--- src/design/wpf_pkg.sv ---
// Shared constants, types and microprogram for the word polynomial fingerprint unit.
package wpf_pkg;

  // Field and datapath widths
  localparam int unsigned CharW  = 7;
  localparam int unsigned HashW  = 30;
  localparam int unsigned CountW = 32;
  localparam int unsigned BaseW  = 8;
  // acc*base + add stays below 131*PRIME < 2**37
  localparam int unsigned ProdW  = 37;
  // remainder after the quotient estimate stays below 2*PRIME
  localparam int unsigned RemW   = 31;
  localparam int unsigned HiShift = 29;
  localparam int unsigned QuotW  = ProdW - HiShift;
  localparam int unsigned RecipW = 16;
  localparam int unsigned StepW  = 4;

  localparam logic [HashW-1:0] PRIME     = 30'd1000000801;
  localparam logic [BaseW-1:0] BASE_WORD = 8'd130;
  localparam logic [BaseW-1:0] BASE_LEN  = 8'd39;
  // floor(2**45 / PRIME): quotient estimate never exceeds the true quotient
  // and falls short of it by at most one
  localparam logic [RecipW-1:0] RECIP    = 16'd35184;

  localparam logic [CharW-1:0] CH_TAB   = 7'd9;
  localparam logic [CharW-1:0] CH_CR    = 7'd13;
  localparam logic [CharW-1:0] CH_SPACE = 7'd32;

  // Jump conditions of a control word
  typedef enum logic [1:0] {
    COND_ALWAYS,
    COND_WORD_CHAR,
    COND_FINISH,
    COND_DOC_END
  } cond_t;

  // Multiply-add operations of the shared modular unit
  typedef enum logic [2:0] {
    OP_NONE,
    OP_CHAR,
    OP_LEN_HASH,
    OP_KEY_HASH,
    OP_PAIR,
    OP_PAIR_HASH
  } op_t;

  // Writeback targets of the modular unit
  typedef enum logic [2:0] {
    DST_NONE,
    DST_WORD,
    DST_LEN_HASH,
    DST_KEY_HASH,
    DST_PAIR,
    DST_PAIR_HASH
  } dst_t;

  // One control word: when cond fails, go to target (or end); else execute
  typedef struct packed {
    cond_t            cond;
    logic [StepW-1:0] target;
    logic             fail_end;
    op_t              op;
    logic             clr_word;
    logic             emit;
    logic             last;
  } ucode_t;

  localparam logic [StepW-1:0] STEP_FINISH = StepW'(4);
  localparam logic [StepW-1:0] STEP_EMIT   = StepW'(15);

  function automatic logic is_space(input logic [CharW-1:0] c);
    is_space = ((c >= CH_TAB) && (c <= CH_CR)) || (c == CH_SPACE);
  endfunction

  // Microprogram: character fold, word finish, fingerprint emit
  function automatic ucode_t ucode_rom(input logic [StepW-1:0] step);
    ucode_t w;
    w = '{cond: COND_ALWAYS, target: '0, fail_end: 1'b0, op: OP_NONE,
          clr_word: 1'b0, emit: 1'b0, last: 1'b0};
    unique case (step)
      StepW'(0): begin
        w.cond   = COND_WORD_CHAR;
        w.target = STEP_FINISH;
        w.op     = OP_CHAR;
      end
      StepW'(4): begin
        w.cond   = COND_FINISH;
        w.target = STEP_EMIT;
        w.op     = OP_LEN_HASH;
      end
      StepW'(5): w.op = OP_KEY_HASH;
      StepW'(6): w.op = OP_PAIR;
      StepW'(7): w.clr_word = 1'b1;
      StepW'(10): w.op = OP_PAIR_HASH;
      StepW'(15): begin
        w.cond     = COND_DOC_END;
        w.fail_end = 1'b1;
        w.emit     = 1'b1;
        w.last     = 1'b1;
      end
      default: w.op = OP_NONE;
    endcase
    ucode_rom = w;
  endfunction

endpackage

--- src/design/wpf_if.sv ---
// Handshake interfaces for the input character channel and the fingerprint channel.
interface wpf_in_if;
  import wpf_pkg::*;
  logic             valid;
  logic             ready;
  logic [CharW-1:0] char_code;
  logic             has_char;
  logic             doc_end;
  modport source(output valid, char_code, has_char, doc_end, input ready);
  modport sink(input valid, char_code, has_char, doc_end, output ready);
endinterface

interface wpf_out_if;
  import wpf_pkg::*;
  logic              valid;
  logic              ready;
  logic [CountW-1:0] word_count;
  logic [HashW-1:0]  length_hash;
  logic [HashW-1:0]  word_key_hash;
  logic [HashW-1:0]  key_length_hash;
  modport source(output valid, word_count, length_hash, word_key_hash, key_length_hash,
                 input ready);
  modport sink(input valid, word_count, length_hash, word_key_hash, key_length_hash,
               output ready);
endinterface

--- src/design/word_polynomial_fingerprint_unit.sv ---
// Top level: microcoded word fingerprint engine with a shared modular multiply-add unit.
//
//   channel  | dir | fields                                               | handshake
//   ---------+-----+------------------------------------------------------+-------------
//   in_bus   | in  | char_code[6:0], has_char, doc_end                    | valid/ready
//   out_bus  | out | word_count[31:0], length_hash, word_key_hash,        | valid/ready
//            |     | key_length_hash (30 bits each)                       |
//
// One word at a time: a new input word is accepted only once the microprogram is done
// with the last one, and a document end may also wait on the output. All hash updates
// share the four-stage modular multiply-add unit (product, quotient estimate, subtract,
// correct). Reset is synchronous, active low, and clears all hash state. The
// result sits in an output register; a new word is taken while it waits, and only the
// emit step stalls when the previous fingerprint has not yet been taken.
module word_polynomial_fingerprint_unit (
  input  logic            clk,
  input  logic            rst_n,
  wpf_in_if.sink          in_bus,
  wpf_out_if.source       out_bus
);
  import wpf_pkg::*;

  // Sequencer state
  logic             busy_r, busy_nxt;
  logic [StepW-1:0] step_r, step_nxt;

  // Latched input word
  logic [CharW-1:0] char_r;
  logic             has_char_r;
  logic             doc_end_r;

  // Fingerprint state
  logic [HashW-1:0]  wh_r, wh_nxt;
  logic [HashW-1:0]  len_r, len_nxt;
  logic              in_word_r, in_word_nxt;
  logic [CountW-1:0] count_r, count_nxt;
  logic [HashW-1:0]  rlh_r, rlh_nxt;
  logic [HashW-1:0]  rkh_r, rkh_nxt;
  logic [HashW-1:0]  pair_r, pair_nxt;
  logic [HashW-1:0]  rklh_r, rklh_nxt;

  // Modular unit pipeline
  logic [ProdW-1:0] t_r, t2_r;
  logic [QuotW-1:0] q_r;
  logic [RemW-1:0]  r_r;
  dst_t             dst1_r, dst2_r, dst3_r, dst_sel;

  // Output register
  logic              out_valid_r, out_valid_nxt;
  logic [CountW-1:0] out_count_r;
  logic [HashW-1:0]  out_lh_r, out_kh_r, out_klh_r;

  ucode_t           uc;
  logic             cond_ok;
  logic             exec;
  logic             stall;
  logic             fire_emit;
  logic             word_char;
  logic [HashW-1:0] acc_sel, add_sel;
  logic [BaseW-1:0] base_sel;
  logic [ProdW-1:0] t_nxt;
  logic [QuotW+RecipW-1:0] q_prod;
  logic [RemW-1:0]  r_nxt;
  logic [HashW-1:0] fin;
  logic [HashW-1:0] len_inc;

  assign in_bus.ready = !busy_r;
  assign uc           = ucode_rom(step_r);
  assign word_char    = has_char_r && !is_space(char_r);

  // Evaluate the step condition
  always_comb begin
    case (uc.cond)
      COND_WORD_CHAR: cond_ok = word_char;
      COND_FINISH:    cond_ok = in_word_r && (doc_end_r || (has_char_r && !word_char));
      COND_DOC_END:   cond_ok = doc_end_r;
      default:        cond_ok = 1'b1;
    endcase
  end

  assign exec      = busy_r && cond_ok;
  assign stall     = exec && uc.emit && out_valid_r && !out_bus.ready;
  assign fire_emit = exec && uc.emit && !stall;

  // Advance the step counter or take the jump
  always_comb begin
    busy_nxt = busy_r;
    step_nxt = step_r;
    if (!busy_r) begin
      if (in_bus.valid) begin
        busy_nxt = 1'b1;
        step_nxt = '0;
      end
    end else if (!stall) begin
      if (!cond_ok) begin
        if (uc.fail_end) busy_nxt = 1'b0;
        else step_nxt = uc.target;
      end else if (uc.last) begin
        busy_nxt = 1'b0;
      end else begin
        step_nxt = step_r + StepW'(1);
      end
    end
  end

  // Select operands of the multiply-add
  always_comb begin
    acc_sel  = '0;
    base_sel = BASE_LEN;
    add_sel  = '0;
    dst_sel  = DST_NONE;
    if (exec) begin
      case (uc.op)
        OP_CHAR: begin
          acc_sel  = wh_r;
          base_sel = BASE_WORD;
          add_sel  = HashW'(char_r);
          dst_sel  = DST_WORD;
        end
        OP_LEN_HASH: begin
          acc_sel = rlh_r;
          add_sel = len_r;
          dst_sel = DST_LEN_HASH;
        end
        OP_KEY_HASH: begin
          acc_sel = rkh_r;
          add_sel = wh_r;
          dst_sel = DST_KEY_HASH;
        end
        OP_PAIR: begin
          acc_sel = wh_r;
          add_sel = len_r;
          dst_sel = DST_PAIR;
        end
        OP_PAIR_HASH: begin
          acc_sel  = rklh_r;
          base_sel = BASE_WORD;
          add_sel  = pair_r;
          dst_sel  = DST_PAIR_HASH;
        end
        default: dst_sel = DST_NONE;
      endcase
    end
  end

  // Modular unit datapath: product, quotient estimate, subtract, correct
  assign t_nxt  = ProdW'(acc_sel) * ProdW'(base_sel) + ProdW'(add_sel);
  assign q_prod = (QuotW+RecipW)'(t_r[ProdW-1:HiShift]) * (QuotW+RecipW)'(RECIP);
  assign r_nxt  = RemW'(t2_r - ProdW'(q_r) * ProdW'(PRIME));
  assign fin    = (r_r >= RemW'(PRIME)) ? HashW'(r_r - RemW'(PRIME)) : HashW'(r_r);

  assign len_inc = (len_r + HashW'(1) >= PRIME) ? '0 : len_r + HashW'(1);

  // Update fingerprint state
  always_comb begin
    wh_nxt      = wh_r;
    len_nxt     = len_r;
    in_word_nxt = in_word_r;
    count_nxt   = count_r;
    rlh_nxt     = rlh_r;
    rkh_nxt     = rkh_r;
    pair_nxt    = pair_r;
    rklh_nxt    = rklh_r;
    // write back the unit result
    case (dst3_r)
      DST_WORD:      wh_nxt   = fin;
      DST_LEN_HASH:  rlh_nxt  = fin;
      DST_KEY_HASH:  rkh_nxt  = fin;
      DST_PAIR:      pair_nxt = fin;
      DST_PAIR_HASH: rklh_nxt = fin;
      default:       ;
    endcase
    // count the character into the word
    if (exec && (uc.op == OP_CHAR)) begin
      len_nxt     = len_inc;
      in_word_nxt = 1'b1;
    end
    // close the word
    if (exec && uc.clr_word) begin
      wh_nxt      = '0;
      len_nxt     = '0;
      in_word_nxt = 1'b0;
      count_nxt   = count_r + CountW'(1);
    end
    // drop all state once the fingerprint leaves
    if (fire_emit) begin
      wh_nxt      = '0;
      len_nxt     = '0;
      in_word_nxt = 1'b0;
      count_nxt   = '0;
      rlh_nxt     = '0;
      rkh_nxt     = '0;
      pair_nxt    = '0;
      rklh_nxt    = '0;
    end
  end

  // Hold the result until taken
  always_comb begin
    out_valid_nxt = out_valid_r;
    if (fire_emit) out_valid_nxt = 1'b1;
    else if (out_bus.ready) out_valid_nxt = 1'b0;
  end

  // Control and state registers
  always_ff @(posedge clk) begin
    if (!rst_n) begin
      busy_r      <= 1'b0;
      step_r      <= '0;
      wh_r        <= '0;
      len_r       <= '0;
      in_word_r   <= 1'b0;
      count_r     <= '0;
      rlh_r       <= '0;
      rkh_r       <= '0;
      pair_r      <= '0;
      rklh_r      <= '0;
      dst1_r      <= DST_NONE;
      dst2_r      <= DST_NONE;
      dst3_r      <= DST_NONE;
      out_valid_r <= 1'b0;
    end else begin
      busy_r      <= busy_nxt;
      step_r      <= step_nxt;
      wh_r        <= wh_nxt;
      len_r       <= len_nxt;
      in_word_r   <= in_word_nxt;
      count_r     <= count_nxt;
      rlh_r       <= rlh_nxt;
      rkh_r       <= rkh_nxt;
      pair_r      <= pair_nxt;
      rklh_r      <= rklh_nxt;
      dst1_r      <= dst_sel;
      dst2_r      <= dst1_r;
      dst3_r      <= dst2_r;
      out_valid_r <= out_valid_nxt;
    end
  end

  // Payload registers
  always_ff @(posedge clk) begin
    if (!busy_r && in_bus.valid) begin
      char_r     <= in_bus.char_code;
      has_char_r <= in_bus.has_char;
      doc_end_r  <= in_bus.doc_end;
    end
    t_r  <= t_nxt;
    t2_r <= t_r;
    q_r  <= q_prod[QuotW+RecipW-1:RecipW];
    r_r  <= r_nxt;
    if (fire_emit) begin
      out_count_r <= count_r;
      out_lh_r    <= rlh_r;
      out_kh_r    <= rkh_r;
      out_klh_r   <= rklh_r;
    end
  end

  assign out_bus.valid           = out_valid_r;
  assign out_bus.word_count      = out_count_r;
  assign out_bus.length_hash     = out_lh_r;
  assign out_bus.word_key_hash   = out_kh_r;
  assign out_bus.key_length_hash = out_klh_r;

endmodule

--- src/flat_wrapper.sv ---
// flat-port wrapper written by rule: the top's interface ports become plain ports
module word_polynomial_fingerprint_unit_flat import wpf_pkg::*;
  (clk, rst_n, in_bus_valid, in_bus_char_code, in_bus_has_char, in_bus_doc_end, in_bus_ready, out_bus_valid, out_bus_word_count, out_bus_length_hash, out_bus_word_key_hash, out_bus_key_length_hash, out_bus_ready);
  wpf_in_if in_bus_i ();
  wpf_out_if out_bus_i ();
  input  logic clk;
  input  logic rst_n;
  input wire logic [$bits(in_bus_i.valid)-1:0] in_bus_valid;
  input wire logic [$bits(in_bus_i.char_code)-1:0] in_bus_char_code;
  input wire logic [$bits(in_bus_i.has_char)-1:0] in_bus_has_char;
  input wire logic [$bits(in_bus_i.doc_end)-1:0] in_bus_doc_end;
  output wire logic [$bits(in_bus_i.ready)-1:0] in_bus_ready;
  output wire logic [$bits(out_bus_i.valid)-1:0] out_bus_valid;
  output wire logic [$bits(out_bus_i.word_count)-1:0] out_bus_word_count;
  output wire logic [$bits(out_bus_i.length_hash)-1:0] out_bus_length_hash;
  output wire logic [$bits(out_bus_i.word_key_hash)-1:0] out_bus_word_key_hash;
  output wire logic [$bits(out_bus_i.key_length_hash)-1:0] out_bus_key_length_hash;
  input wire logic [$bits(out_bus_i.ready)-1:0] out_bus_ready;
  assign in_bus_i.valid = in_bus_valid;
  assign in_bus_i.char_code = in_bus_char_code;
  assign in_bus_i.has_char = in_bus_has_char;
  assign in_bus_i.doc_end = in_bus_doc_end;
  assign in_bus_ready = in_bus_i.ready;
  assign out_bus_valid = out_bus_i.valid;
  assign out_bus_word_count = out_bus_i.word_count;
  assign out_bus_length_hash = out_bus_i.length_hash;
  assign out_bus_word_key_hash = out_bus_i.word_key_hash;
  assign out_bus_key_length_hash = out_bus_i.key_length_hash;
  assign out_bus_i.ready = out_bus_ready;
  word_polynomial_fingerprint_unit u_core (.clk(clk), .rst_n(rst_n), .in_bus(in_bus_i), .out_bus(out_bus_i));
endmodule
--- config.mk ---
export PLATFORM = sky130hd
export DESIGN_NAME = word_polynomial_fingerprint_unit_flat
export DESIGN_NICKNAME = d
export VERILOG_FILES = /design/src/design/wpf_pkg.sv /design/src/design/wpf_if.sv /design/src/design/word_polynomial_fingerprint_unit.sv /design/src/flat_wrapper.sv
export SDC_FILE = /design/constraint.sdc
export NUM_CORES = 1
export LEC_CHECK = 0
export BUFFER_PORTS_ARGS = -buffer_cell sky130_fd_sc_hd__buf_2
export CAP_MARGIN = 25
export CELL_PAD_IN_SITES_DETAIL_PLACEMENT = 1
export CELL_PAD_IN_SITES_GLOBAL_PLACEMENT = 1
export CORE_MARGIN = 2
export CORE_UTILIZATION = 53
export DETAILED_ROUTE_END_ITERATION = 10
export HOLD_SLACK_MARGIN = 0.1
export PLACE_DENSITY_LB_ADDON = 0.1
export SKIP_LAST_GASP = 1
export SLEW_MARGIN = 0
export SYNTH_ARGS = -nofsm -noshare
export SYNTH_HDL_FRONTEND = slang
export SYNTH_SLANG_ARGS = --single-unit
--- constraint.sdc ---
create_clock -name clk -period 11 [get_ports clk]
set_input_delay 2.2 -clock clk [delete_from_list [all_inputs] [get_ports clk]]
set_output_delay 2.2 -clock clk [all_outputs]
set_load 0.01 [all_outputs]
==> run metrics <==
vias in the first global route 23900; Hold Crit Class reg -> reg; Synth async-reset ratio 0%; Final Hold Viols 0; TritonRoute pass-1 iters 9; Nets 3528; area delta synth->final 10.8%; hold path depth 0; Clock Latency Late Sink 610 ps; critical path depth in cells 31; Pwr Density 138 nW/µm²; Post-CTS Setup Repair Bufs 0; crit path max-delay cell type fa_1; Logic pwr share 17.5%; cell with the most instances after synthesis inv_1; Final Critical Period 8150 ps; most frequent CP cell inv_1; Avg Inst Size Synth 9.68 µm²; largest net degree at the start of global routing 114; Reg power frac 42.4%; Vias 22800; PortBufs 136; Detail Route Antenna Nets 0; Yosys top cell area share 23.3%; FF-to-FF path depth 31; clock-pin slew on the worst setup and hold paths 70 ps; post-synthesis register bit count 466; number of fill cells in the layout 5938; post_cts resized 0; Post-Route WL 86.6 mm; Switch Pwr 0.00134 W; crit path capture type flip-flop; GRT Util Overall 31.0%; RSZ-0062 raised after global routing false; Top-Level Pins 137; post-synth top area cell dfxtp_1; syn_nets 3437; top fanout value on the critical path 60; DIE WIDTH 237 µm; largest cells by area after synthesis dfxtp_1 23%, edfxtp_1 14%, fa_1 13%, ha_1 11%, inv_1 5.6%; core area 53700 µm²; htree depth 2; ANT cells 0; CP peak stage delay 540 ps; FF/Latch Area 10600 µm²; fmax 0.123 GHz; DR vias/cell 6.01; Worst IR Drop VDD 0.131 mV; CTS sink cnt 466; final setup violation count 0; Final Cycle Share 74.1%; GP Congestion 0.952; cts bufs inserted 49; Slew Viols, Final 0; global-route wire length before repair 136 mm; CP bufs+invs 7; critical path class reg -> reg; die height 237 µm; drt first-iter violations 2047; count of cell types in the netlist 83; setup TNS 0 ps; Switching Fraction 30.3%; EDFF count, synth 131; cts hold-fix bufs 0; initial antenna violation count 3; cells after synthesis 2971; post-route cell area 31900 µm²; Cell Rows 85; die area 56100 µm²; clock share of power 40.1%; share of cells above drive strength 1 9.86%; WP data required 11510 ps; # DRC 0; Starting Density 53.5%; Synth top cells by count 427 x inv_1, 335 x dfxtp_1, 262 x ha_1; Max-Cap Viols 0; Synth Warn # 0; WL/cell 22.8 µm; worst relative slew slack 25.3%; CP delay by family, top adder cells; Worst EP arrival 8650 ps; grt total ovfl 0; Post-DP Area 30100 µm²; Slew @ Worst Pin 1110 ps; sequential area share after synthesis 37.0%; DP HPWL 65.8 mm; Most used DFF post-synth dfxtp_1; footprint of the multi-input gates 16100 µm²; status complete, no violations; clk buf depth 3; CTS tree built; Final Skew 17.9 ps; Pleak 14.5 nW; internal cell power 0.00307 W; root buf cell clkbuf_16; synthesized area 28800 µm²; Critical Path Start Type flip-flop
[final timing paths]
check | start | end | slack [ps]
max | u_core.step_r[0] | u_core.t_r[33] | 2850
min | u_core.t_r[24] | u_core.t2_r[24] | 320
max reg2reg | u_core.step_r[0] | u_core.t_r[33] | 2850
min reg2reg | u_core.t_r[24] | u_core.t2_r[24] | 320
[cell usage in the layout (no fill, tap or decap), drive strengths merged, types with 33 or more instances in the layout]
master	synthesis	routed
buf	19	166
a222oi	59	59
fa	191	191
or2	33	33
xnor2	95	95
clkbuf	107	61
nor2	183	183
and3	43	43
edfxtp	131	131
inv	427	427
nor3	33	33
nand3	90	90
ha	262	262
o21ai	198	198
nand2b	36	36
nand2	161	161
a21oi	195	195
a21o	61	61
xor2	44	44
dfxtp	335	335
[layout make-up]
| cell class | count | area share, % |
|---|---|---|
| multi-input cells | 1952 | 50.4 |
| flip-flops and latches | 466 | 33.4 |
| well taps | 696 | 2.73 |
| inverters | 427 | 5.03 |
| clock inverters | 30 | 1.23 |
| clock buffers | 61 | 4.15 |
| repair buffers | 166 | 3.03 |
[flip-flops by register name, indices dropped and copies added (netlist names), 31 cells and up]
register and cells:
u_core.r_r 31, u_core.out_bus.word_count 32, u_core.count_r 32, u_core.t_r 37
u_core.t2_r 31
[worst reg2reg max path, delay by kind of cell, from the launching register on]
kind / cells / cell delay (ps)
adder cells (fa/ha/maj): 7 / 2620
AO/OA/AOI/OAI: 10 / 2600
AND/OR/NAND/NOR: 7 / 1590
flip-flops: 1 / 350
buffers and inverters: 7 / 900
[per-stage QoR]
| step | instances | power (W) | setup WS [ps] | hold WS, ps | utilization [%] |
|---|---|---|---|---|---|
| after floorplan | 2971 | 0.00231 | 2750 | 310 | - |
| after global placement | 3698 | 0.00260 | 3220 | 311 | 55.9 |
| after detailed placement | 3700 | 0.00263 | 2970 | 313 | 56.0 |
| after CTS | 3791 | 0.00440 | 2920 | 323 | 59.2 |
| after global routing | 3798 | 0.00454 | 2260 | 329 | 59.3 |
| final | 3798 | 0.00441 | 2850 | 321 | 59.3 |
[power by group through the flow]
stage	combinational [W]	clock [W]	sequential, W
floorplan	0.000429	0	0.00188
global placement	0.000699	0	0.00190
detailed placement	0.000723	0	0.00191
CTS	0.000734	0.00179	0.00187
global route	0.000806	0.00186	0.00188
finish	0.000771	0.00177	0.00187
[kinds of logic (layout without fill, tap and decap cells)]
family                     Yosys count  count (layout)  share of synthesized area (%)
adders and majority gates          453             453                           24.7
buffers and inverters              553             684                           7.36
AOI/OAI and AO/OA                  658             658                           14.5
muxes                                2               2                         0.0696
xor gates and xnor gates           139             139                           4.23
DFF                                466             466                           37.0
and+or+nand+nor                    700             700                           12.1
[routing by layer]
layer  wire [µm]  track usage (%)  share of wire, %
met5          41                0             0.047
met3        5300             4.07               6.1
met4        2050             9.17               2.4
met2       41800             52.5                48
met1       37400             41.7                43
Note: power is estimated with default switching activity, not from simulation.
